$ cat src/m4i_pkg.sv
// ----------------------------------------------------------------------------
// m4i_pkg
// Shared types, constants and element addressing for the 4x4 matrix inverse.
// ----------------------------------------------------------------------------
package m4i_pkg;

    localparam int M4I_ELEMENT_WIDTH = 32;
    localparam int M4I_FRACTION_BITS = 16;
    localparam int M4I_DET_FRACTION  = 32;
    localparam int M4I_DET_WIDTH     = 64;
    localparam int M4I_LIMBS         = 4;

    // top limb index of the multiplicand, per operand kind
    localparam logic [1:0] LIMB_TOP_ELEM  = 2'd0;
    localparam logic [1:0] LIMB_TOP_MINOR = 2'd2;
    localparam logic [1:0] LIMB_TOP_ADJ   = 2'd3;

    // cofactor term phases
    localparam logic [1:0] PH_MINOR_A = 2'd0;
    localparam logic [1:0] PH_MINOR_B = 2'd1;
    localparam logic [1:0] PH_TERM    = 2'd2;

    localparam logic [1:0] TERM_LAST  = 2'd2;
    localparam logic [1:0] LIMB_LAST  = 2'd3;
    localparam logic [3:0] ELEM_LAST  = 4'd15;

    typedef enum logic [3:0] {
        ST_LOAD,
        ST_CRD,
        ST_CMUL,
        ST_CWAIT,
        ST_DETFIN,
        ST_QRD,
        ST_QSTART,
        ST_QWAIT,
        ST_OUT
    } m4i_state_t;

    typedef struct packed {
        logic       start;
        logic [1:0] top_limb;
    } m4i_mac_ctl_t;

    typedef struct packed {
        logic [3:0] a0;
        logic [3:0] a1;
    } m4i_addr_t;

    // element addresses for cofactor k, term t, phase ph
    function automatic m4i_addr_t m4i_op_addr(input logic [3:0] k, input logic [1:0] t,
                                              input logic [1:0] ph);
        logic [1:0] r;
        logic [1:0] c;
        logic [1:0] r0;
        logic [1:0] r1;
        logic [1:0] r2;
        logic [1:0] c0;
        logic [1:0] c1;
        logic [1:0] c2;
        logic [1:0] ec;
        logic [1:0] ca;
        logic [1:0] cb;
        m4i_addr_t  a;
        r  = k[3:2];
        c  = k[1:0];
        r0 = (c == 2'd0) ? 2'd1 : 2'd0;
        r1 = (c <= 2'd1) ? 2'd2 : 2'd1;
        r2 = (c <= 2'd2) ? 2'd3 : 2'd2;
        c0 = (r == 2'd0) ? 2'd1 : 2'd0;
        c1 = (r <= 2'd1) ? 2'd2 : 2'd1;
        c2 = (r <= 2'd2) ? 2'd3 : 2'd2;
        ec = (t == 2'd0) ? c0 : ((t == 2'd1) ? c1 : c2);
        ca = (t == 2'd0) ? c1 : c0;
        cb = (t == 2'd2) ? c1 : c2;
        case (ph)
            PH_MINOR_A:
            begin
                a.a0 = {r1, ca};
                a.a1 = {r2, cb};
            end
            PH_MINOR_B:
            begin
                a.a0 = {r1, cb};
                a.a1 = {r2, ca};
            end
            default:
            begin
                a.a0 = {r0, ec};
                a.a1 = {r0, ec};
            end
        endcase
        return a;
    endfunction

endpackage

$ cat src/m4i_mac.sv
// ----------------------------------------------------------------------------
// m4i_mac
// Limb-serial signed multiplier: element times a wide multiplicand, one
// W x (W+1) product per cycle, most significant limb first.
// ----------------------------------------------------------------------------
module m4i_mac
    import m4i_pkg::*;
#(
    parameter int ELEMENT_WIDTH = M4I_ELEMENT_WIDTH
) (
    input  logic                                       clk,
    input  logic                                       rst_n,
    input  m4i_mac_ctl_t                               ctl,
    input  logic [ELEMENT_WIDTH-1:0]                   a,
    input  logic [M4I_LIMBS*ELEMENT_WIDTH-1:0]         b,
    output logic [(M4I_LIMBS+1)*ELEMENT_WIDTH+1:0]     prod,
    output logic                                       done
);
    localparam int W  = ELEMENT_WIDTH;
    localparam int BW = M4I_LIMBS * W;
    localparam int PW = (M4I_LIMBS + 1) * W + 2;

    logic          busy_reg;
    logic          mvalid_reg;
    logic          mlast_reg;
    logic          done_reg;
    logic [1:0]    idx_reg;
    logic [1:0]    top_reg;
    logic [W-1:0]  a_reg;
    logic [BW-1:0] b_reg;
    logic [2*W:0]  mul_reg;
    logic [PW-1:0] sum_reg;

    logic [W-1:0]  limb;
    logic          ext;
    logic [2*W:0]  mul_next;
    logic [PW-1:0] sum_next;

    always_comb
    begin
        limb     = b_reg[idx_reg*W +: W];
        ext      = (idx_reg == top_reg) & limb[W-1];
        mul_next = $signed(a_reg) * $signed({ext, limb});
        sum_next = (sum_reg << W) + {{(PW-2*W-1){mul_reg[2*W]}}, mul_reg};
    end

    always_ff @(posedge clk or negedge rst_n)
    begin
        if (!rst_n)
        begin
            busy_reg   <= 1'b0;
            mvalid_reg <= 1'b0;
            mlast_reg  <= 1'b0;
            done_reg   <= 1'b0;
            idx_reg    <= 2'd0;
            top_reg    <= 2'd0;
        end
        else
        begin
            mvalid_reg <= busy_reg;
            mlast_reg  <= busy_reg && (idx_reg == 2'd0);
            done_reg   <= mvalid_reg && mlast_reg;
            if (ctl.start)
            begin
                busy_reg <= 1'b1;
                idx_reg  <= ctl.top_limb;
                top_reg  <= ctl.top_limb;
            end
            else if (busy_reg)
            begin
                if (idx_reg == 2'd0)
                    busy_reg <= 1'b0;
                else
                    idx_reg <= idx_reg - 2'd1;
            end
        end
    end

    always_ff @(posedge clk)
    begin
        if (ctl.start)
        begin
            a_reg   <= a;
            b_reg   <= b;
            sum_reg <= '0;
        end
        else if (mvalid_reg)
            sum_reg <= sum_next;
        if (busy_reg)
            mul_reg <= mul_next;
    end

    assign prod = sum_reg;
    assign done = done_reg;

endmodule

$ cat config.mk
export PLATFORM = sky130hd
export DESIGN_NAME = m4i_mac
export DESIGN_NICKNAME = d
export VERILOG_FILES = /design/src/m4i_pkg.sv /design/src/m4i_mac.sv
export SDC_FILE = /design/constraint.sdc
export NUM_CORES = 2
export LEC_CHECK = 0
export BUFFER_PORTS_ARGS = -buffer_cell sky130_fd_sc_hd__buf_2
export CORE_ASPECT_RATIO = 0.6
export CORE_UTILIZATION = 58
export DETAILED_ROUTE_END_ITERATION = 16
export PLACE_DENSITY = 0.79
export SYNTH_ARGS = -nofsm -noshare
export SYNTH_HDL_FRONTEND = slang
export SYNTH_SLANG_ARGS = --single-unit
$ cat constraint.sdc
create_clock -name clk -period 9.1 [get_ports clk]
set_input_delay 0.455 -clock clk [delete_from_list [all_inputs] [get_ports clk]]
set_output_delay 0.455 -clock clk [all_outputs]
set_load 0.01 [all_outputs]
# After elaboration in Yosys (flattened, before gate mapping)
# Cells that the tools add are included.
[word_totals] regBits=395 output_inout_bits=163 in_bits=165 word_cells=28
[op_classes] n_eq_ne=2 n_mul=1 n_addsub=2 bitwise_logic=1 muxes=6 n_reduce_logical=5 n_shift=1
[ops] cell="$add 162x162->162" count=1
[ops] cell="$shiftx 128x8->32" count=1
[ops] cell="$mul 32x33->65" count=1
[ops] cell="$mux 2" count=3
[ops] cell="$mux 1" count=3
[ops] cell="$eq 2x2->1" count=1
[ops] cell="$logic_and 1x1->1" count=2
[ops] cell="$logic_not 2->1" count=1
[ops] cell="$ne 2x2->1 const B" count=1
[ops] cell="$reduce_and 2->1" count=1
[ops] cell="$reduce_bool 2->1" count=1
[ops] cell="$sub 2x1->2 const B" count=1
[ops] cell="$and 1x1->1" count=1

# Depth between registers and ports, before layout
[logic_depth] word_depth=4 mapped_depth=34 depth_no_buf=30

# Worst setup path after synthesis
# OpenSTA, ideal clock, no wires.
[synth_timing] path_type="register to register" start="register idx_reg[0]" end="register mul_reg[62], data pin" period_less_slack_ns=9.499 path_buffers=4 path_slack_ns=-0.399 arrival_time_ns=9.241 path_stages_with_launch=31 setup_time_ns=0.258 required_time_ns=8.842 path_cell_list="dfrtp_1 clkbuf_1 buf_1 xnor2_1 and3_1 clkbuf_1 clkbuf_1 nand2_1 fa_1 fa_1 fa_1 fa_1 inv_1 fa_1 inv_1 fa_1 fa_1 fa_1 inv_1 ha_1 a21oi_1 nor2b_1 o21ai_0 nand2b_1 a21o_1 a2111o_1 o22ai_1 nand3b_1 a31o_2 a21oi_1 xnor2_1"
[synth_between] elab_chain_cells=3 word_cells_on_any_way=4 classes_between="1 x mul; 1 x eq/ne; 1 x shift; 1 x bitwise"
[synth_lines] item="start: declaration" line="m4i_mac.sv:27" source="logic [1:0] idx_reg;"
[synth_lines] item="start signal: assignment" line="m4i_mac.sv:66" source="idx_reg <= ctl.top_limb;"
[synth_lines] item="start signal: assignment" line="m4i_mac.sv:74" source="idx_reg <= idx_reg - 2'd1;"
[synth_lines] item="$shiftx 128x8->32 or $eq 2x2->1 (tied branches)" line="m4i_mac.sv:41, m4i_mac.sv:42"
[synth_lines] item="$and 1x1->1" line="m4i_mac.sv:42" source="ext = (idx_reg == top_reg) & limb[W-1];"
[synth_lines] item="$mul 32x33->65 *" line="m4i_mac.sv:43" source="mul_next = $signed(a_reg) * $signed({ext, limb});"
[synth_lines] item="via mul_next[62]" line="m4i_mac.sv:36" source="logic [2*W:0] mul_next;"
[synth_lines] item="end signal: assignment" line="m4i_mac.sv:90" source="mul_reg <= mul_next;"
[synth_lines] item="end: declaration" line="m4i_mac.sv:31" source="logic [2*W:0] mul_reg;"
# The timed path passes the listed nets; every way through them passes the cells marked *.
# A chain may end at the register's enable or synchronous reset.

# Final worst setup path
# Same ends and word-level chain as after synthesis.

==> impl_metrics.env <==
export IMPL_drv_slew=0
export IMPL_via_count=46000
export IMPL_routabilityCongestion=1.05
export IMPL_via_per_inst=5.97
export IMPL_crit_path_end="mul_reg[62]"
export IMPL_nets=7932
export IMPL_clock_fmax_mhz=110
export IMPL_violations="DRC"
export IMPL_yosysUniqueCellTypes=85
export IMPL_slowest_delay_ns=0.58
export IMPL_avgRoutedWirePerCell_um=25.1
export IMPL_yosysWarnings=0
export IMPL_hold_slack_ns=0.0217
export IMPL_io_pins=328
export IMPL_min_path_cells=1
export IMPL_path_max_fanout=8
export IMPL_drt_wl_total_um=193000
export IMPL_die_y_um=247
export IMPL_worstMarginPinSlew_ns=1.24
export IMPL_die_x_um=410
export IMPL_min_path_type="input port to flop"
export IMPL_numClockSinks=395
export IMPL_crit_slowest_cell="fa_1"
export IMPL_drive_above_1_share_pct=11.4
export IMPL_cp_arrival_ns=9.39
export IMPL_cts_buffers=43
export IMPL_final_common_cell="fa_1"
export IMPL_rows=89
export IMPL_clock_skew_ns=0.0576
export IMPL_first_iter_violations=5229
export IMPL_slew_headroom_pct=16.9
export IMPL_firstDrtPassIters=12
export IMPL_grt_pass1_vias=45800
export IMPL_clockBufferDepth=3
export IMPL_grt_overflow_total=0
export IMPL_reg2reg_slack_ns=0.04
export IMPL_core_area_mm2=0.0987
export IMPL_fin_setup_tns_ns=0
export IMPL_end_kind="flop"
export IMPL_path_common_cell="fa_1"
export IMPL_dp_hpwl_um=153000
export IMPL_yosysSeqAreaShare_pct=17.6
export IMPL_syn_nets=7569
export IMPL_rsz0062_at_grt="yes"
export IMPL_reg2reg_depth=30
export IMPL_synthFlopType="edfxtp_1"
export IMPL_period_share_pct=99.5
export IMPL_ys_seq_elements=395
export IMPL_post_place_ws_ns=0.0660
export IMPL_wl_met2_um=73800
export IMPL_drc_errors=22
export IMPL_ant_nets=0
export IMPL_grt_max_degree=95
export IMPL_r2r_end="mul_reg[62]"
export IMPL_fin_crit_ns=9.06
export IMPL_synth_avg_cell_area_um2=9.70
export IMPL_met3_wirelength_um=32600
export IMPL_routed_top_layer="met5"
export IMPL_syn_to_final_growth_pct=11.8
export IMPL_cts_root_buf="clkbuf_16"
export IMPL_initial_core_util_pct=58.7
export IMPL_portBuffers=327
export IMPL_finalSetupViolations=0
export IMPL_async_flop_share_pct=2.03
export IMPL_antenna_found_initial=8
export IMPL_synth_edff_count=225
export IMPL_htreeDepth=2
export IMPL_grt_use_total_pct=37.7
export IMPL_largest_register_ffs=162
export IMPL_critPathKind="flop to flop"
export IMPL_hold_viol=0
export IMPL_drt_met1_wl_um=82500
export IMPL_crit_path_start="idx_reg[0]"
export IMPL_layout_common_cells="fa_1 (1091), inv_1 (1035), nand2_1 (713)"
export IMPL_clkLatencyLatePin_ns=0.63
export IMPL_worstPathRequired_ns=9.43
export IMPL_status="complete, but fails checks"
export IMPL_cap_viol_max_count=0
export IMPL_dieArea_mm2=0.101
export IMPL_fin_util_pct=65.7
export IMPL_clkTransAtPathRegs_ns=0.07
export IMPL_grt_pass1_wl_um=284000
export IMPL_cts_tree="yes"
export IMPL_netlist_instances=5975
export IMPL_syn_area_mm2=0.0580
export IMPL_startpoint_type="flop"
export IMPL_timing_final_ws_setup_ns=0.0424
export IMPL_r2r_start="idx_reg[0]"
## final cells by class
| cell class | instances | area, um^2 |
|---|---|---|
| Fill cell | 7906 | 33900 |
| Clock inverter | 31 | 322 |
| Timing Repair Buffer | 628 | 4540 |
| Clock buffer | 49 | 1100 |
| Multi-Input combinational cell | 4233 | 43100 |
| Inverter | 1037 | 3890 |
| Antenna cell | 2 | 5.00 |
| Sequential cell | 395 | 10200 |
| Tap cell | 1319 | 1650 |
## synthesized netlist by cell type, drive strengths merged (15+ instances only)
library cell	n	area (um^2)
nor2	263	987
nand2b	23	144
xor2	65	569
buf	19	86.3
xnor2	127	1110
nand3	44	220
dfxtp	162	3240
a21o	103	773
nand4	67	419
clkbuf	297	1110
o21bai	34	255
a21oi	238	1190
mux4	32	721
nor3	35	175
o211ai	15	118
o21a	30	226
ha	316	3950
edfxtp	225	6760
fa	1113	22300
a211oi	25	205
a31oi	23	165
and2	533	3330
inv	1037	3890
o21ai	166	835
mux2i	102	1020
nand2	717	2690
## per-stage QoR
stage	cells	cell area, um^2
3_5_place_dp	7466	61500
2_1_floorplan	5975	58000
5_1_grt	7692	64800
6_report	7694	64800
3_3_place_gp	7466	61500
4_1_cts	7642	63800
## routing by layer
metal,up-vias,global-route usage (%)
met4,10,6.56
met5,-,0.862
met2,3151,48.9
li1,19500,-
met1,23000,57.9
met3,306,16.6
## cells by family after synthesis
logic type / share of synthesized area (%)
simple gates: 14.5
fa+ha+maj: 45.3
buf+inv: 8.79
compound gates: 7.96
flops: 17.6
xor+xnor: 2.90
mux: 3.01
## how the worst min path moves through the flow
stage	startpoint	endpoint
2_1_floorplan	rst_n	busy_reg
3_3_place_gp	rst_n	done
3_5_place_dp	rst_n	done
4_1_cts	b[3]	b_reg[3]
5_1_grt	b[71]	b_reg[71]
6_report	b[17]	b_reg[17]
## what timing repair did
| item | CTS | global route |
|---|---|---|
| setup endpoints to repair | 0 | 12 |
| hold buffers | 96 | 1 |
| hold endpoints to repair | 103 | 1 |
| resized for setup | 0 | 98 |
| setup buffers | 0 | 42 |
## critical path, delay by kind of cell, from the launching register on
family | cells | cell delay (ns)
buffers and inverters | 7 | 0.88
DFF | 1 | 0.44
and+or+nand+nor | 4 | 0.66
AOI/OAI and AO/OA | 8 | 1.85
xor gates and xnor gates | 1 | 0.07
muxes | 1 | 0.53
adders and majority gates | 9 | 4.32
Power is not shown: default switching activity piles up to over one toggle a cycle in this logic, so the estimate is an artifact.
