$ cat src/m4i_pkg.sv
// ----------------------------------------------------------------------------
// m4i_pkg
// Shared types, constants and element addressing for the 4x4 matrix inverse.
// ----------------------------------------------------------------------------
package m4i_pkg;

    localparam int M4I_ELEMENT_WIDTH = 32;
    localparam int M4I_FRACTION_BITS = 16;
    localparam int M4I_DET_FRACTION  = 32;
    localparam int M4I_DET_WIDTH     = 64;
    localparam int M4I_LIMBS         = 4;

    // top limb index of the multiplicand, per operand kind
    localparam logic [1:0] LIMB_TOP_ELEM  = 2'd0;
    localparam logic [1:0] LIMB_TOP_MINOR = 2'd2;
    localparam logic [1:0] LIMB_TOP_ADJ   = 2'd3;

    // cofactor term phases
    localparam logic [1:0] PH_MINOR_A = 2'd0;
    localparam logic [1:0] PH_MINOR_B = 2'd1;
    localparam logic [1:0] PH_TERM    = 2'd2;

    localparam logic [1:0] TERM_LAST  = 2'd2;
    localparam logic [1:0] LIMB_LAST  = 2'd3;
    localparam logic [3:0] ELEM_LAST  = 4'd15;

    typedef enum logic [3:0] {
        ST_LOAD,
        ST_CRD,
        ST_CMUL,
        ST_CWAIT,
        ST_DETFIN,
        ST_QRD,
        ST_QSTART,
        ST_QWAIT,
        ST_OUT
    } m4i_state_t;

    typedef struct packed {
        logic       start;
        logic [1:0] top_limb;
    } m4i_mac_ctl_t;

    typedef struct packed {
        logic [3:0] a0;
        logic [3:0] a1;
    } m4i_addr_t;

    // element addresses for cofactor k, term t, phase ph
    function automatic m4i_addr_t m4i_op_addr(input logic [3:0] k, input logic [1:0] t,
                                              input logic [1:0] ph);
        logic [1:0] r;
        logic [1:0] c;
        logic [1:0] r0;
        logic [1:0] r1;
        logic [1:0] r2;
        logic [1:0] c0;
        logic [1:0] c1;
        logic [1:0] c2;
        logic [1:0] ec;
        logic [1:0] ca;
        logic [1:0] cb;
        m4i_addr_t  a;
        r  = k[3:2];
        c  = k[1:0];
        r0 = (c == 2'd0) ? 2'd1 : 2'd0;
        r1 = (c <= 2'd1) ? 2'd2 : 2'd1;
        r2 = (c <= 2'd2) ? 2'd3 : 2'd2;
        c0 = (r == 2'd0) ? 2'd1 : 2'd0;
        c1 = (r <= 2'd1) ? 2'd2 : 2'd1;
        c2 = (r <= 2'd2) ? 2'd3 : 2'd2;
        ec = (t == 2'd0) ? c0 : ((t == 2'd1) ? c1 : c2);
        ca = (t == 2'd0) ? c1 : c0;
        cb = (t == 2'd2) ? c1 : c2;
        case (ph)
            PH_MINOR_A:
            begin
                a.a0 = {r1, ca};
                a.a1 = {r2, cb};
            end
            PH_MINOR_B:
            begin
                a.a0 = {r1, cb};
                a.a1 = {r2, ca};
            end
            default:
            begin
                a.a0 = {r0, ec};
                a.a1 = {r0, ec};
            end
        endcase
        return a;
    endfunction

endpackage

$ cat src/m4i_div.sv
// ----------------------------------------------------------------------------
// m4i_div
// Radix-2 restoring divider, W+1 quotient bits, one bit per cycle.
// ----------------------------------------------------------------------------
module m4i_div
    import m4i_pkg::*;
#(
    parameter int ELEMENT_WIDTH = M4I_ELEMENT_WIDTH,
    parameter int NUM_WIDTH     = 4 * M4I_ELEMENT_WIDTH,
    parameter int DEN_WIDTH     = 4 * M4I_ELEMENT_WIDTH
) (
    input  logic                     clk,
    input  logic                     rst_n,
    input  logic                     start,
    input  logic [NUM_WIDTH-1:0]     num,
    input  logic [DEN_WIDTH-1:0]     den,
    output logic [ELEMENT_WIDTH:0]   quot,
    output logic                     done
);
    localparam int W  = ELEMENT_WIDTH;
    localparam int RW = (NUM_WIDTH > DEN_WIDTH + W + 1) ? NUM_WIDTH : DEN_WIDTH + W + 1;
    localparam int CW = $clog2(W + 1);

    logic          busy_reg;
    logic          done_reg;
    logic [CW-1:0] cnt_reg;
    logic [RW-1:0] rem_reg;
    logic [RW-1:0] dsh_reg;
    logic [W:0]    q_reg;

    logic          ge;

    assign ge = (rem_reg >= dsh_reg);

    always_ff @(posedge clk or negedge rst_n)
    begin
        if (!rst_n)
        begin
            busy_reg <= 1'b0;
            done_reg <= 1'b0;
            cnt_reg  <= '0;
        end
        else
        begin
            done_reg <= 1'b0;
            if (start)
            begin
                busy_reg <= 1'b1;
                cnt_reg  <= CW'(W);
            end
            else if (busy_reg)
            begin
                if (cnt_reg == '0)
                begin
                    busy_reg <= 1'b0;
                    done_reg <= 1'b1;
                end
                else
                    cnt_reg <= cnt_reg - 1'b1;
            end
        end
    end

    always_ff @(posedge clk)
    begin
        if (start)
        begin
            rem_reg <= RW'(num);
            dsh_reg <= RW'({den, {W{1'b0}}});
            q_reg   <= '0;
        end
        else if (busy_reg)
        begin
            if (ge)
                rem_reg <= rem_reg - dsh_reg;
            dsh_reg <= dsh_reg >> 1;
            q_reg   <= {q_reg[W-1:0], ge};
        end
    end

    assign quot = q_reg;
    assign done = done_reg;

endmodule

$ cat config.mk
export PLATFORM = sky130hd
export DESIGN_NAME = m4i_div
export DESIGN_NICKNAME = d
export VERILOG_FILES = /design/src/m4i_pkg.sv /design/src/m4i_div.sv
export SDC_FILE = /design/constraint.sdc
export NUM_CORES = 1
export LEC_CHECK = 0
export BUFFER_PORTS_ARGS = -buffer_cell sky130_fd_sc_hd__buf_2
export CAP_MARGIN = 15
export CORE_MARGIN = 2
export CORE_UTILIZATION = 55
export CTS_BUF_LIST = sky130_fd_sc_hd__clkbuf_16
export DETAILED_ROUTE_END_ITERATION = 8
export GPL_TIMING_DRIVEN = 0
export PLACE_DENSITY = 0.75
export SLEW_MARGIN = 10
export SYNTH_ARGS = -nofsm -noshare
export SYNTH_HDL_FRONTEND = slang
export SYNTH_SLANG_ARGS = --single-unit
$ cat constraint.sdc
create_clock -name clk -period 8.2 [get_ports clk]
set_input_delay 0.82 -clock clk [delete_from_list [all_inputs] [get_ports clk]]
set_output_delay 0.82 -clock clk [all_outputs]
set_load 0.01 [all_outputs]
-- Word-level counts from Yosys, hierarchy flattened
Cells that the tools add are included.
- add/subtract/negate cells: 2
- magnitude comparators: 1
- equality and inequality tests: 1
- mux-type cells: 14
- reductions and logical operators: 6
- operators by type and width (cell ; number):
    128-bit 2-to-1 mux ; 3
    160-bit 2-to-1 mux ; 2
    161-bit by 160-bit >= comparator with 1-bit output ; 1
    161-bit by 160-bit subtractor with 161-bit output ; 1
    6-bit 2-to-1 mux ; 3
    6-bit zero test ; 1
    1-bit 2-to-1 mux ; 6
    2-bit AND reduction ; 3
    6-bit by 1-bit subtractor with 6-bit output, second input constant ; 1
    2-bit nonzero test ; 2
    2-bit != test, second input constant ; 1
- bits in registers: 362
- input port bits: 259
- output and inout bits: 34
- word-level logic and storage cells: 32

-- Longest topological paths before layout
Gate-level depths: netlist of run 1.
- word-level depth: 4
- depth in mapped cells: 17
- gate-level depth less buffers: 14

-- Least setup slack after synthesis of run 1
OpenSTA, ideal clock, no wires.
- path kind: reg-to-reg
- start point: register rem_reg[104]
- end point: register rem_reg[0], enable pin
- library setup time: 426 ps
- data arrival time: 4250 ps
- required time: 7774 ps
- slack: 3524 ps
- stages on the path, launching flop included: 15
- path buffers: 3
- clock period less this slack: 4676 ps
- cell sequence: edfxtp_1 -> ha_1 -> buf_2 -> and4_1 -> nand4_2 -> or3_1 -> or2_1 -> o221ai_1 -> o211ai_2 -> o21ai_4 -> a21o_1 -> buf_6 -> nor2_2 -> buf_6 -> inv_2
- word-level cells in the longest chain between the ends: 3
- RTL lines (item ; RTL line ; text):
    start: declaration ; m4i_div.sv:27 ; logic [RW-1:0] rem_reg;
    start signal: assignment ; m4i_div.sv:68 ; rem_reg <= RW'(num);
    start signal: assignment ; m4i_div.sv:75 ; rem_reg <= rem_reg - dsh_reg;
    161-bit by 160-bit >= comparator with 1-bit output ; m4i_div.sv:33 ; assign ge = (rem_reg >= dsh_reg);
    2-bit nonzero test (no source line) ; n/a ;
    2-bit AND reduction (no source line) ; n/a ;
Every way passes these cells.
A chain may end at the register's enable or synchronous reset.

-- Worst setup path in the final report of run 1
- start point: register dsh_reg[60]
- end point: register rem_reg[60], enable pin
- word-level cells in the longest chain between the ends: 3
- RTL lines (item ; RTL line ; text):
    start: declaration ; m4i_div.sv:28 ; logic [RW-1:0] dsh_reg;
    start signal: assignment ; m4i_div.sv:69 ; dsh_reg <= RW'({den, {W{1'b0}}});
    start signal: assignment ; m4i_div.sv:76 ; dsh_reg <= dsh_reg >> 1;
    161-bit by 160-bit >= comparator with 1-bit output ; m4i_div.sv:33 ;
    2-bit nonzero test (no source line) ; n/a ;
    2-bit AND reduction (no source line) ; n/a ;
Every way passes these cells.

==> impl_metrics.prom, run 1 <==
# TYPE chip_impl_metric gauge
chip_impl_info{name="status",value="complete, no violations"} 1
chip_impl_metric{name="worst_setup_hold_path_clk_slew",unit="ns"} 0.06
chip_impl_metric{name="worstSkewPairLatency",unit="ns"} 0.60
chip_impl_metric{name="cts_max_path_buffers",unit=""} 3
chip_impl_metric{name="multi_input_area",unit="um2"} 15400
chip_impl_metric{name="core.rowCount",unit=""} 81
chip_impl_metric{name="seq_area_frac_synth",unit="%"} 36.5
chip_impl_metric{name="synth_enable_flop_cells",unit=""} 256
chip_impl_metric{name="critPathMaxStageDelay",unit="ns"} 0.64
chip_impl_metric{name="final_core_utilization",unit="%"} 63.0
chip_impl_metric{name="vias",unit=""} 26438
chip_impl_info{name="grt_setup_unrepaired",value="no"} 1
chip_impl_metric{name="finalClockSkew",unit="ns"} 0.0321
chip_impl_metric{name="synth_warnings",unit=""} 0
chip_impl_metric{name="drv_slew",unit=""} 0
chip_impl_metric{name="synth.lib_cells_used.distinct",unit=""} 92
chip_impl_metric{name="setup-violations-final",unit=""} 0
chip_impl_metric{name="max_ffs_per_register",unit=""} 161
chip_impl_metric{name="io-pin-count",unit=""} 293
chip_impl_metric{name="cts_made_buffers",unit=""} 42
chip_impl_metric{name="asr_flop_ratio_synth",unit="%"} 2.21
chip_impl_metric{name="place_hpwl",unit="um"} 68200
chip_impl_info{name="cp-end-kind",value="flop"} 1
chip_impl_metric{name="clock_sink_count",unit=""} 362
chip_impl_metric{name="synthesis.nets",unit=""} 3815
chip_impl_info{name="critPathKind",value="flop to flop"} 1
chip_impl_metric{name="synth-seq-cells",unit=""} 362
chip_impl_metric{name="fp.coreArea",unit="um2"} 48700
chip_impl_metric{name="grt_overflow",unit=""} 0
chip_impl_info{name="synth_top_flop_cell",value="edfxtp_1"} 1
chip_impl_metric{name="fin_crit",unit="ns"} 5.36
chip_impl_info{name="worstPathCellList",value="inv_1 -> ha_1 -> clkbuf_1 -> nand2_1 -> o21ai_0 -> a21oi_1 -> o21ai_0 -> a221oi_1 -> o221ai_1 -> o211ai_2 -> o21ai_4 -> a21o_1 -> buf_6 -> nor2_2 -> buf_6 -> inv_6 -> buf_16"} 1
chip_impl_metric{name="crit_required",unit="ns"} 8.43
chip_impl_metric{name="fmax",unit="GHz"} 0.187
chip_impl_metric{name="final.setup.tns",unit="ns"} 0
chip_impl_metric{name="fraction_of_final_layout_cells_sized_beyond_drive_strength_1",unit="%"} 12.6
chip_impl_metric{name="first_global_vias",unit=""} 24653
chip_impl_metric{name="final_net_count",unit=""} 4153
chip_impl_metric{name="route.detailed.drc",unit=""} 0
chip_impl_metric{name="die_h",unit="um"} 226
chip_impl_info{name="worstSetupStartpointType",value="flop"} 1
chip_impl_metric{name="first_iter_violations",unit=""} 2470
chip_impl_info{name="tritoncts",value="yes"} 1
chip_impl_metric{name="antenna_left",unit=""} 0
chip_impl_info{name="slowest_stage",value="o21ai_0"} 1
chip_impl_metric{name="post-route-period-util",unit="%"} 65.3
chip_impl_metric{name="grt_pass1_wl",unit="um"} 135000
chip_impl_metric{name="synth_cells",unit=""} 3393
chip_impl_metric{name="h-tree-depth",unit=""} 2
chip_impl_metric{name="wl",unit="um"} 87700
chip_impl_metric{name="place_worst_setup_slack",unit="ns"} 3.00
chip_impl_info{name="cts_root_buffer",value="clkbuf_16"} 1
chip_impl_metric{name="place.gp.congestion",unit=""} 1.00
chip_impl_metric{name="floorplan.initialDensity",unit="%"} 55.4
chip_impl_metric{name="post_synth_instance_area",unit="um2"} 27000
chip_impl_metric{name="die_ar",unit="um2"} 50900
chip_impl_metric{name="power.leakage",unit="nW"} 13.5
chip_impl_metric{name="max-vdd-ir-drop",unit="mV"} 0.195
chip_impl_metric{name="filler_instances",unit=""} 4439
chip_impl_metric{name="track_usage",unit="%"} 33.8
chip_impl_metric{name="transition_at_the_pin_with_the_smallest_max_transition_slack",unit="ns"} 1.29
chip_impl_metric{name="power_per_cell_area",unit="nW/um2"} 441
chip_impl_metric{name="grt_max_degree",unit=""} 70
chip_impl_metric{name="area_delta_synth_final",unit="%"} 13.7
chip_impl_metric{name="setup_slack",unit="ns"} 2.84
chip_impl_metric{name="antenna_found_initial",unit=""} 3
chip_impl_metric{name="final_hold_violation_count",unit=""} 0
chip_impl_metric{name="seqCellArea",unit="um2"} 9850
chip_impl_metric{name="viasPerCell",unit=""} 5.97
chip_impl_metric{name="worst-path-max-fanout",unit=""} 68
chip_impl_metric{name="critical_path_buf_inv_count",unit=""} 6
chip_impl_metric{name="detailedRoute.firstPassIterationCount",unit=""} 6
chip_impl_metric{name="cts_setup_buffers",unit=""} 0
chip_impl_metric{name="max_slew_margin",unit="%"} 13.7
chip_impl_metric{name="cp_data_arrival_time",unit="ns"} 5.59
chip_impl_metric{name="cap_violations",unit=""} 0
chip_impl_metric{name="syn-mean-instance-area",unit="um2"} 7.96
chip_impl_metric{name="dieWidth",unit="um"} 226
chip_impl_metric{name="cts_hold_buf",unit=""} 0
chip_impl_info{name="hold_path_class",value="primary input to asynchronous set/reset pin"} 1
chip_impl_metric{name="route.detailed.wl_per_inst",unit="um"} 19.8
chip_impl_metric{name="numPortBuffers",unit=""} 291
chip_impl_metric{name="post_cts_resized",unit=""} 0
chip_impl_info{name="timing.critical_path.max_delay_family",value="compound AO/OA/AOI/OAI gates"} 1
## worst register-to-register path, cell delays in order (launching register included)
cell,delay [ns]
edfxtp_1,0.35
inv_1,0.05
ha_1,0.26
clkbuf_1,0.31
nand2_1,0.11
o21ai_0,0.64
a21oi_1,0.13
o21ai_0,0.28
a221oi_1,0.27
o221ai_1,0.48
o211ai_2,0.27
o21ai_4,0.34
a21o_1,0.18
buf_6,0.17
nor2_2,0.07
buf_6,0.17
inv_6,0.49
buf_16,0.39
## cell usage after synthesis, types with 25 or more instances
library cell	count	area share [%]
a21oi_1	301	5.6
dfxtp_1	98	7.3
ha_1	162	7.5
o21ai_0	410	7.6
nand2_1	603	8.4
xnor2_1	72	2.3
mux2i_1	74	2.7
nor3_1	64	1.2
nand3_1	30	0.56
xor2_1	62	2.0
o21a_1	25	0.69
inv_1	244	3.4
nor2_1	235	3.3
a21o_1	50	1.4
buf_2	58	1.1
edfxtp_1	256	28
clkbuf_1	133	1.8
nand4_1	107	2.5
o21bai_1	52	1.4
## stage by stage
step | hold slack, ns | cell area [um2] | power, mW | std cells
final | 0.0809 | 30700 | 13.5 | 4427
after global routing | 0.0862 | 30700 | 14.5 | 4426
after CTS | 0.0630 | 30700 | 13.3 | 4426
after detailed placement | 0.451 | 29400 | 11.4 | 4351
after global placement | 0.445 | 29300 | 11.4 | 4348
after floorplan | 0.436 | 27000 | 9.18 | 3393
## kinds of logic after synthesis
kind of cell / Yosys count / synth area share, %
AND/OR/NAND/NOR: 1169 / 19.3
AO/OA/AOI/OAI: 1039 / 22.8
buffers and inverters: 451 / 6.68
flip-flops: 362 / 36.5
adder cells (fa/ha/maj): 163 / 7.58
XOR/XNOR: 134 / 4.35
multiplexers: 75 / 2.78
## power by group
| part | internal, mW | switching [mW] | total (mW) |
|---|---|---|---|
| Combinational | 2.96 | 5.64 | 8.59 |
| Sequential | 2.81 | 0.265 | 3.07 |
| Clock | 1.04 | 0.826 | 1.86 |
## layer usage
layer | track usage, % | wire (um) | vias up
met3 | 4.66 | 7160 | 183
li1 | - | - | 12744
met2 | 54.2 | 39000 | 1157
met4 | 13.2 | 3500 | 2
met1 | 46.5 | 38000 | 12352
met5 | 0 | 16 | -
## worst paths after layout
kind                       cells after the start                        end                 startpoint  slack, ns
max                                           17      rem_reg[60]$_DFFE_PP_      dsh_reg[60]$_DFFE_PP_       2.84
min                                            1             done$_DFF_PN0_                      rst_n       0.08
max reg2reg                                   17      rem_reg[60]$_DFFE_PP_      dsh_reg[60]$_DFFE_PP_       2.84
min reg2reg                                    2  rem_reg[143]$_SDFFE_PP0P_  rem_reg[143]$_SDFFE_PP0P_       0.46
max in group asynchronous                      1     cnt_reg[4]$_DFFE_PN0P_                      rst_n       7.91
min in group clk                               2  rem_reg[143]$_SDFFE_PP0P_  rem_reg[143]$_SDFFE_PP0P_       0.46
## cell usage in the layout, fill, tap and decap left out, types with 98 or more instances in the layout
cell / netlist / layout
edfxtp_1: 256 / 256
ha_1: 162 / 162
inv_1: 244 / 250
a21oi_1: 301 / 301
nand4_1: 107 / 107
nor2_1: 235 / 235
clkbuf_1: 133 / 131
buf_2: 58 / 349
dfxtp_1: 98 / 98
o21ai_0: 410 / 410
nand2_1: 603 / 603
## final cells by class
cell class	count	area share, %
clock inverter	31	0.733
clock buffer	44	3.59
inverter	246	3.04
sequential	362	32.1
multi-input combinational	2580	50.0
antenna	1	0.00815
timing repair buffer	294	4.97
tap	664	2.71
buffer	205	2.87
No activity file was read; power rests on OpenSTA's default activity.
==> run 2: changes to the inputs <==
- PLACE_DENSITY: 0.75 -> 0.78
- clock period: 8.2 -> 4.7 ns (I/O delays scaled with it)
==> run 2 against run 1 <==
Compared with the run above: cell count is essentially flat; clock skew grew 0.0041 ns; count of clock-buffer cells in the layout rose by 2; via count about the same; clock power grew 72%; first-iteration DRC count down 3.4%; combinational power up 76%; register-to-register slack got worse by 2.7 ns; routed wire length fell by 0.58%; critical path type unchanged; total power increased by 75%; final area rose by 0.36%; critical path depth fell by 1.
==> impl_metrics.prom, run 2 (synthesis gave the netlist of run 1 again) <==
# TYPE chip_impl_metric gauge
chip_impl_metric{name="transition_at_the_pin_with_the_smallest_max_transition_slack",unit="ns"} 1.13
chip_impl_metric{name="dieWidth",unit="um"} 226
chip_impl_metric{name="finalClockSkew",unit="ns"} 0.0362
chip_impl_metric{name="crit_required",unit="ns"} 4.99
chip_impl_metric{name="vias",unit=""} 26432
chip_impl_metric{name="place_worst_setup_slack",unit="ns"} -0.464
chip_impl_metric{name="place.gp.congestion",unit=""} 1.00
chip_impl_metric{name="switchingPower",unit="mW"} 11.8
chip_impl_metric{name="post-route-period-util",unit="%"} 97.2
chip_impl_metric{name="detailedRoute.firstPassIterationCount",unit=""} 5
chip_impl_metric{name="numPortBuffers",unit=""} 291
chip_impl_metric{name="clockPowerShare",unit="%"} 13.5
chip_impl_metric{name="route.detailed.wl_per_inst",unit="um"} 19.7
chip_impl_metric{name="final_hold_violation_count",unit=""} 0
chip_impl_metric{name="die_h",unit="um"} 226
chip_impl_metric{name="route.detailed.drc",unit=""} 0
chip_impl_info{name="slowest_stage",value="edfxtp_1"} 1
chip_impl_metric{name="power_frac_seq",unit="%"} 22.6
chip_impl_metric{name="max-vdd-ir-drop",unit="mV"} 0.358
chip_impl_metric{name="fraction_of_final_layout_cells_sized_beyond_drive_strength_1",unit="%"} 12.9
chip_impl_info{name="grt_setup_unrepaired",value="no"} 1
chip_impl_metric{name="placed_area",unit="um2"} 29400
chip_impl_metric{name="layout.cells.non_filler",unit=""} 4430
chip_impl_metric{name="grt_pass1_wl",unit="um"} 135000
chip_impl_metric{name="power_per_cell_area",unit="nW/um2"} 768
chip_impl_metric{name="track_usage",unit="%"} 33.8
chip_impl_metric{name="viasPerCell",unit=""} 5.97
chip_impl_metric{name="swShare",unit="%"} 49.8
chip_impl_metric{name="area_delta_synth_final",unit="%"} 14.1
chip_impl_metric{name="antenna_found_initial",unit=""} 2
chip_impl_metric{name="cts_made_buffers",unit=""} 41
chip_impl_metric{name="cap_violations",unit=""} 0
chip_impl_metric{name="dpl.cell_count",unit=""} 4352
chip_impl_metric{name="max_slew_margin",unit="%"} 24.7
chip_impl_metric{name="antenna_left",unit=""} 0
chip_impl_metric{name="worst_setup_hold_path_clk_slew",unit="ns"} 0.06
chip_impl_metric{name="wl",unit="um"} 87200
chip_impl_metric{name="totalPowerFinal",unit="mW"} 23.7
chip_impl_metric{name="grt_max_degree",unit=""} 86
chip_impl_info{name="critPathKind",value="flop to flop"} 1
chip_impl_metric{name="internal_power",unit="mW"} 11.9
chip_impl_metric{name="power.leakage",unit="nW"} 13.5
chip_impl_info{name="final_common_cell",value="nand2_1"} 1
chip_impl_metric{name="die_ar",unit="um2"} 50900
chip_impl_metric{name="timing.hold.ws",unit="ns"} 0.145
chip_impl_info{name="tritoncts",value="yes"} 1
chip_impl_metric{name="grt_overflow",unit=""} 0
chip_impl_metric{name="filler_instances",unit=""} 4423
chip_impl_info{name="cts_root_buffer",value="clkbuf_16"} 1
chip_impl_info{name="worstSetupStartpointType",value="flop"} 1
chip_impl_metric{name="worst-path-max-fanout",unit=""} 68
chip_impl_info{name="cp-end-kind",value="flop"} 1
chip_impl_metric{name="place_hpwl",unit="um"} 67800
chip_impl_metric{name="final_core_utilization",unit="%"} 63.2
chip_impl_metric{name="fp.coreArea",unit="um2"} 48700
chip_impl_metric{name="worstSkewPairLatency",unit="ns"} 0.61
chip_impl_metric{name="antennaDiodeCount",unit=""} 0
chip_impl_info{name="critical-path-top-cell-by-count",value="buf_6"} 1
chip_impl_metric{name="combPwrFrac",unit="%"} 63.9
chip_impl_metric{name="first_iter_violations",unit=""} 2386
chip_impl_metric{name="cp_data_arrival_time",unit="ns"} 4.86
chip_impl_metric{name="setup_slack",unit="ns"} 0.133
chip_impl_metric{name="final.setup.tns",unit="ns"} 0
chip_impl_metric{name="first_global_vias",unit=""} 25018
chip_impl_info{name="worstPathCellList",value="ha_1 -> buf_2 -> and4_1 -> nand4_1 -> or3_1 -> or2_1 -> a2111oi_4 -> buf_4 -> o211ai_2 -> o21ai_4 -> a21o_1 -> buf_6 -> nor2_2 -> buf_6 -> clkinv_16 -> clkbuf_16"} 1
chip_impl_metric{name="fmax",unit="GHz"} 0.219
chip_impl_metric{name="floorplan.initialDensity",unit="%"} 55.4
chip_impl_metric{name="max_ffs_per_register",unit=""} 161
chip_impl_metric{name="cts_max_path_buffers",unit=""} 3
chip_impl_metric{name="critPathMaxStageDelay",unit="ns"} 0.43
chip_impl_metric{name="core.rowCount",unit=""} 81
chip_impl_metric{name="drv_slew",unit=""} 0
chip_impl_metric{name="clock_sink_count",unit=""} 362
chip_impl_info{name="hold_path_class",value="primary input to flop"} 1
chip_impl_metric{name="io-pin-count",unit=""} 293
chip_impl_metric{name="h-tree-depth",unit=""} 2
chip_impl_metric{name="fin_crit",unit="ns"} 4.57
chip_impl_info{name="commonest_cells_after_routing_fill_and_taps_aside",value="nand2_1, o21ai_0, buf_2"} 1
chip_impl_info{name="status",value="complete, no violations"} 1
chip_impl_metric{name="setup-violations-final",unit=""} 0
chip_impl_metric{name="final_area",unit="um2"} 30800
chip_impl_metric{name="final_net_count",unit=""} 4157
[run 2: cell count changes in the layout (fill, tap and decap cells not counted), sizes merged]
cell         before  now
buf             363  366
bufinv            2    0
clkbuf          180  183
clkinv           20   14
clkinvlp          1    3
diode             1    0
dlygate4sd3       0    1
inv             254  257
[run 2: final timing paths]
kind,start,end,slack (ns),depth (start not counted)
worst max-delay path,rem_reg[95]$_DFFE_PP_,rem_reg[38]$_DFFE_PP_,0.13,16
worst min-delay path,num[20],rem_reg[20]$_DFFE_PP_,0.14,3
worst max register to register,rem_reg[95]$_DFFE_PP_,rem_reg[38]$_DFFE_PP_,0.13,16
worst min register to register,rem_reg[147]$_SDFFE_PP0P_,rem_reg[147]$_SDFFE_PP0P_,0.46,2
max in group asynchronous,rst_n,cnt_reg[5]$_DFFE_PN0P_,4.24,2
min in group asynchronous,rst_n,cnt_reg[2]$_DFFE_PN0P_,0.27,2
[run 2: power by group through the flow]
stage,Combinational (mW),Sequential [mW],Clock (mW)
CTS,14.7,5.34,3.22
finish,15.1,5.35,3.19
global placement,14.4,5.42,0
detailed placement,14.5,5.39,0
global route,16.7,5.45,3.32
floorplan,10.7,5.29,0
[run 2: worst max-delay path, delay by kind of cell (launching register included)]
kind                       cells  cell delay, ns
buffers and inverters          6            1.25
adders and majority gates      1            0.30
and+or+nand+nor                5            1.24
AOI/OAI and AO/OA              4            0.95
DFF                            1            0.43
[run 2: cell type report]
type / instances / area, um2 / share of cell area [%]
Sequential cell: 362 / 9850 / 32.0
Clock inverter: 28 / 155 / 0.503
Multi-Input combinational cell: 2580 / 15400 / 50.0
Tap cell: 664 / 831 / 2.70
Buffer: 205 / 881 / 2.86
Clock buffer: 46 / 1150 / 3.74
Timing Repair Buffer: 299 / 1580 / 5.13
Inverter: 246 / 955 / 3.10
[run 2: layer usage]
layer | wire length (um) | track usage, %
met5 | 13 | 0
met4 | 3670 | 14.7
met3 | 7500 | 6.10
met2 | 38500 | 53.5
met1 | 37500 | 45.5
[run 2: what timing repair did]
| action | CTS | global route |
|---|---|---|
| endpoints found under the setup margin | 130 | 70 |
| pin swaps | 1 | 1 |
| endpoints found under the hold margin | 8 | 0 |
| setup buffers | 1 | 1 |
| gates cloned | 0 | 1 |
| resized for setup | 6 | 11 |
| hold buffers | 1 | 0 |
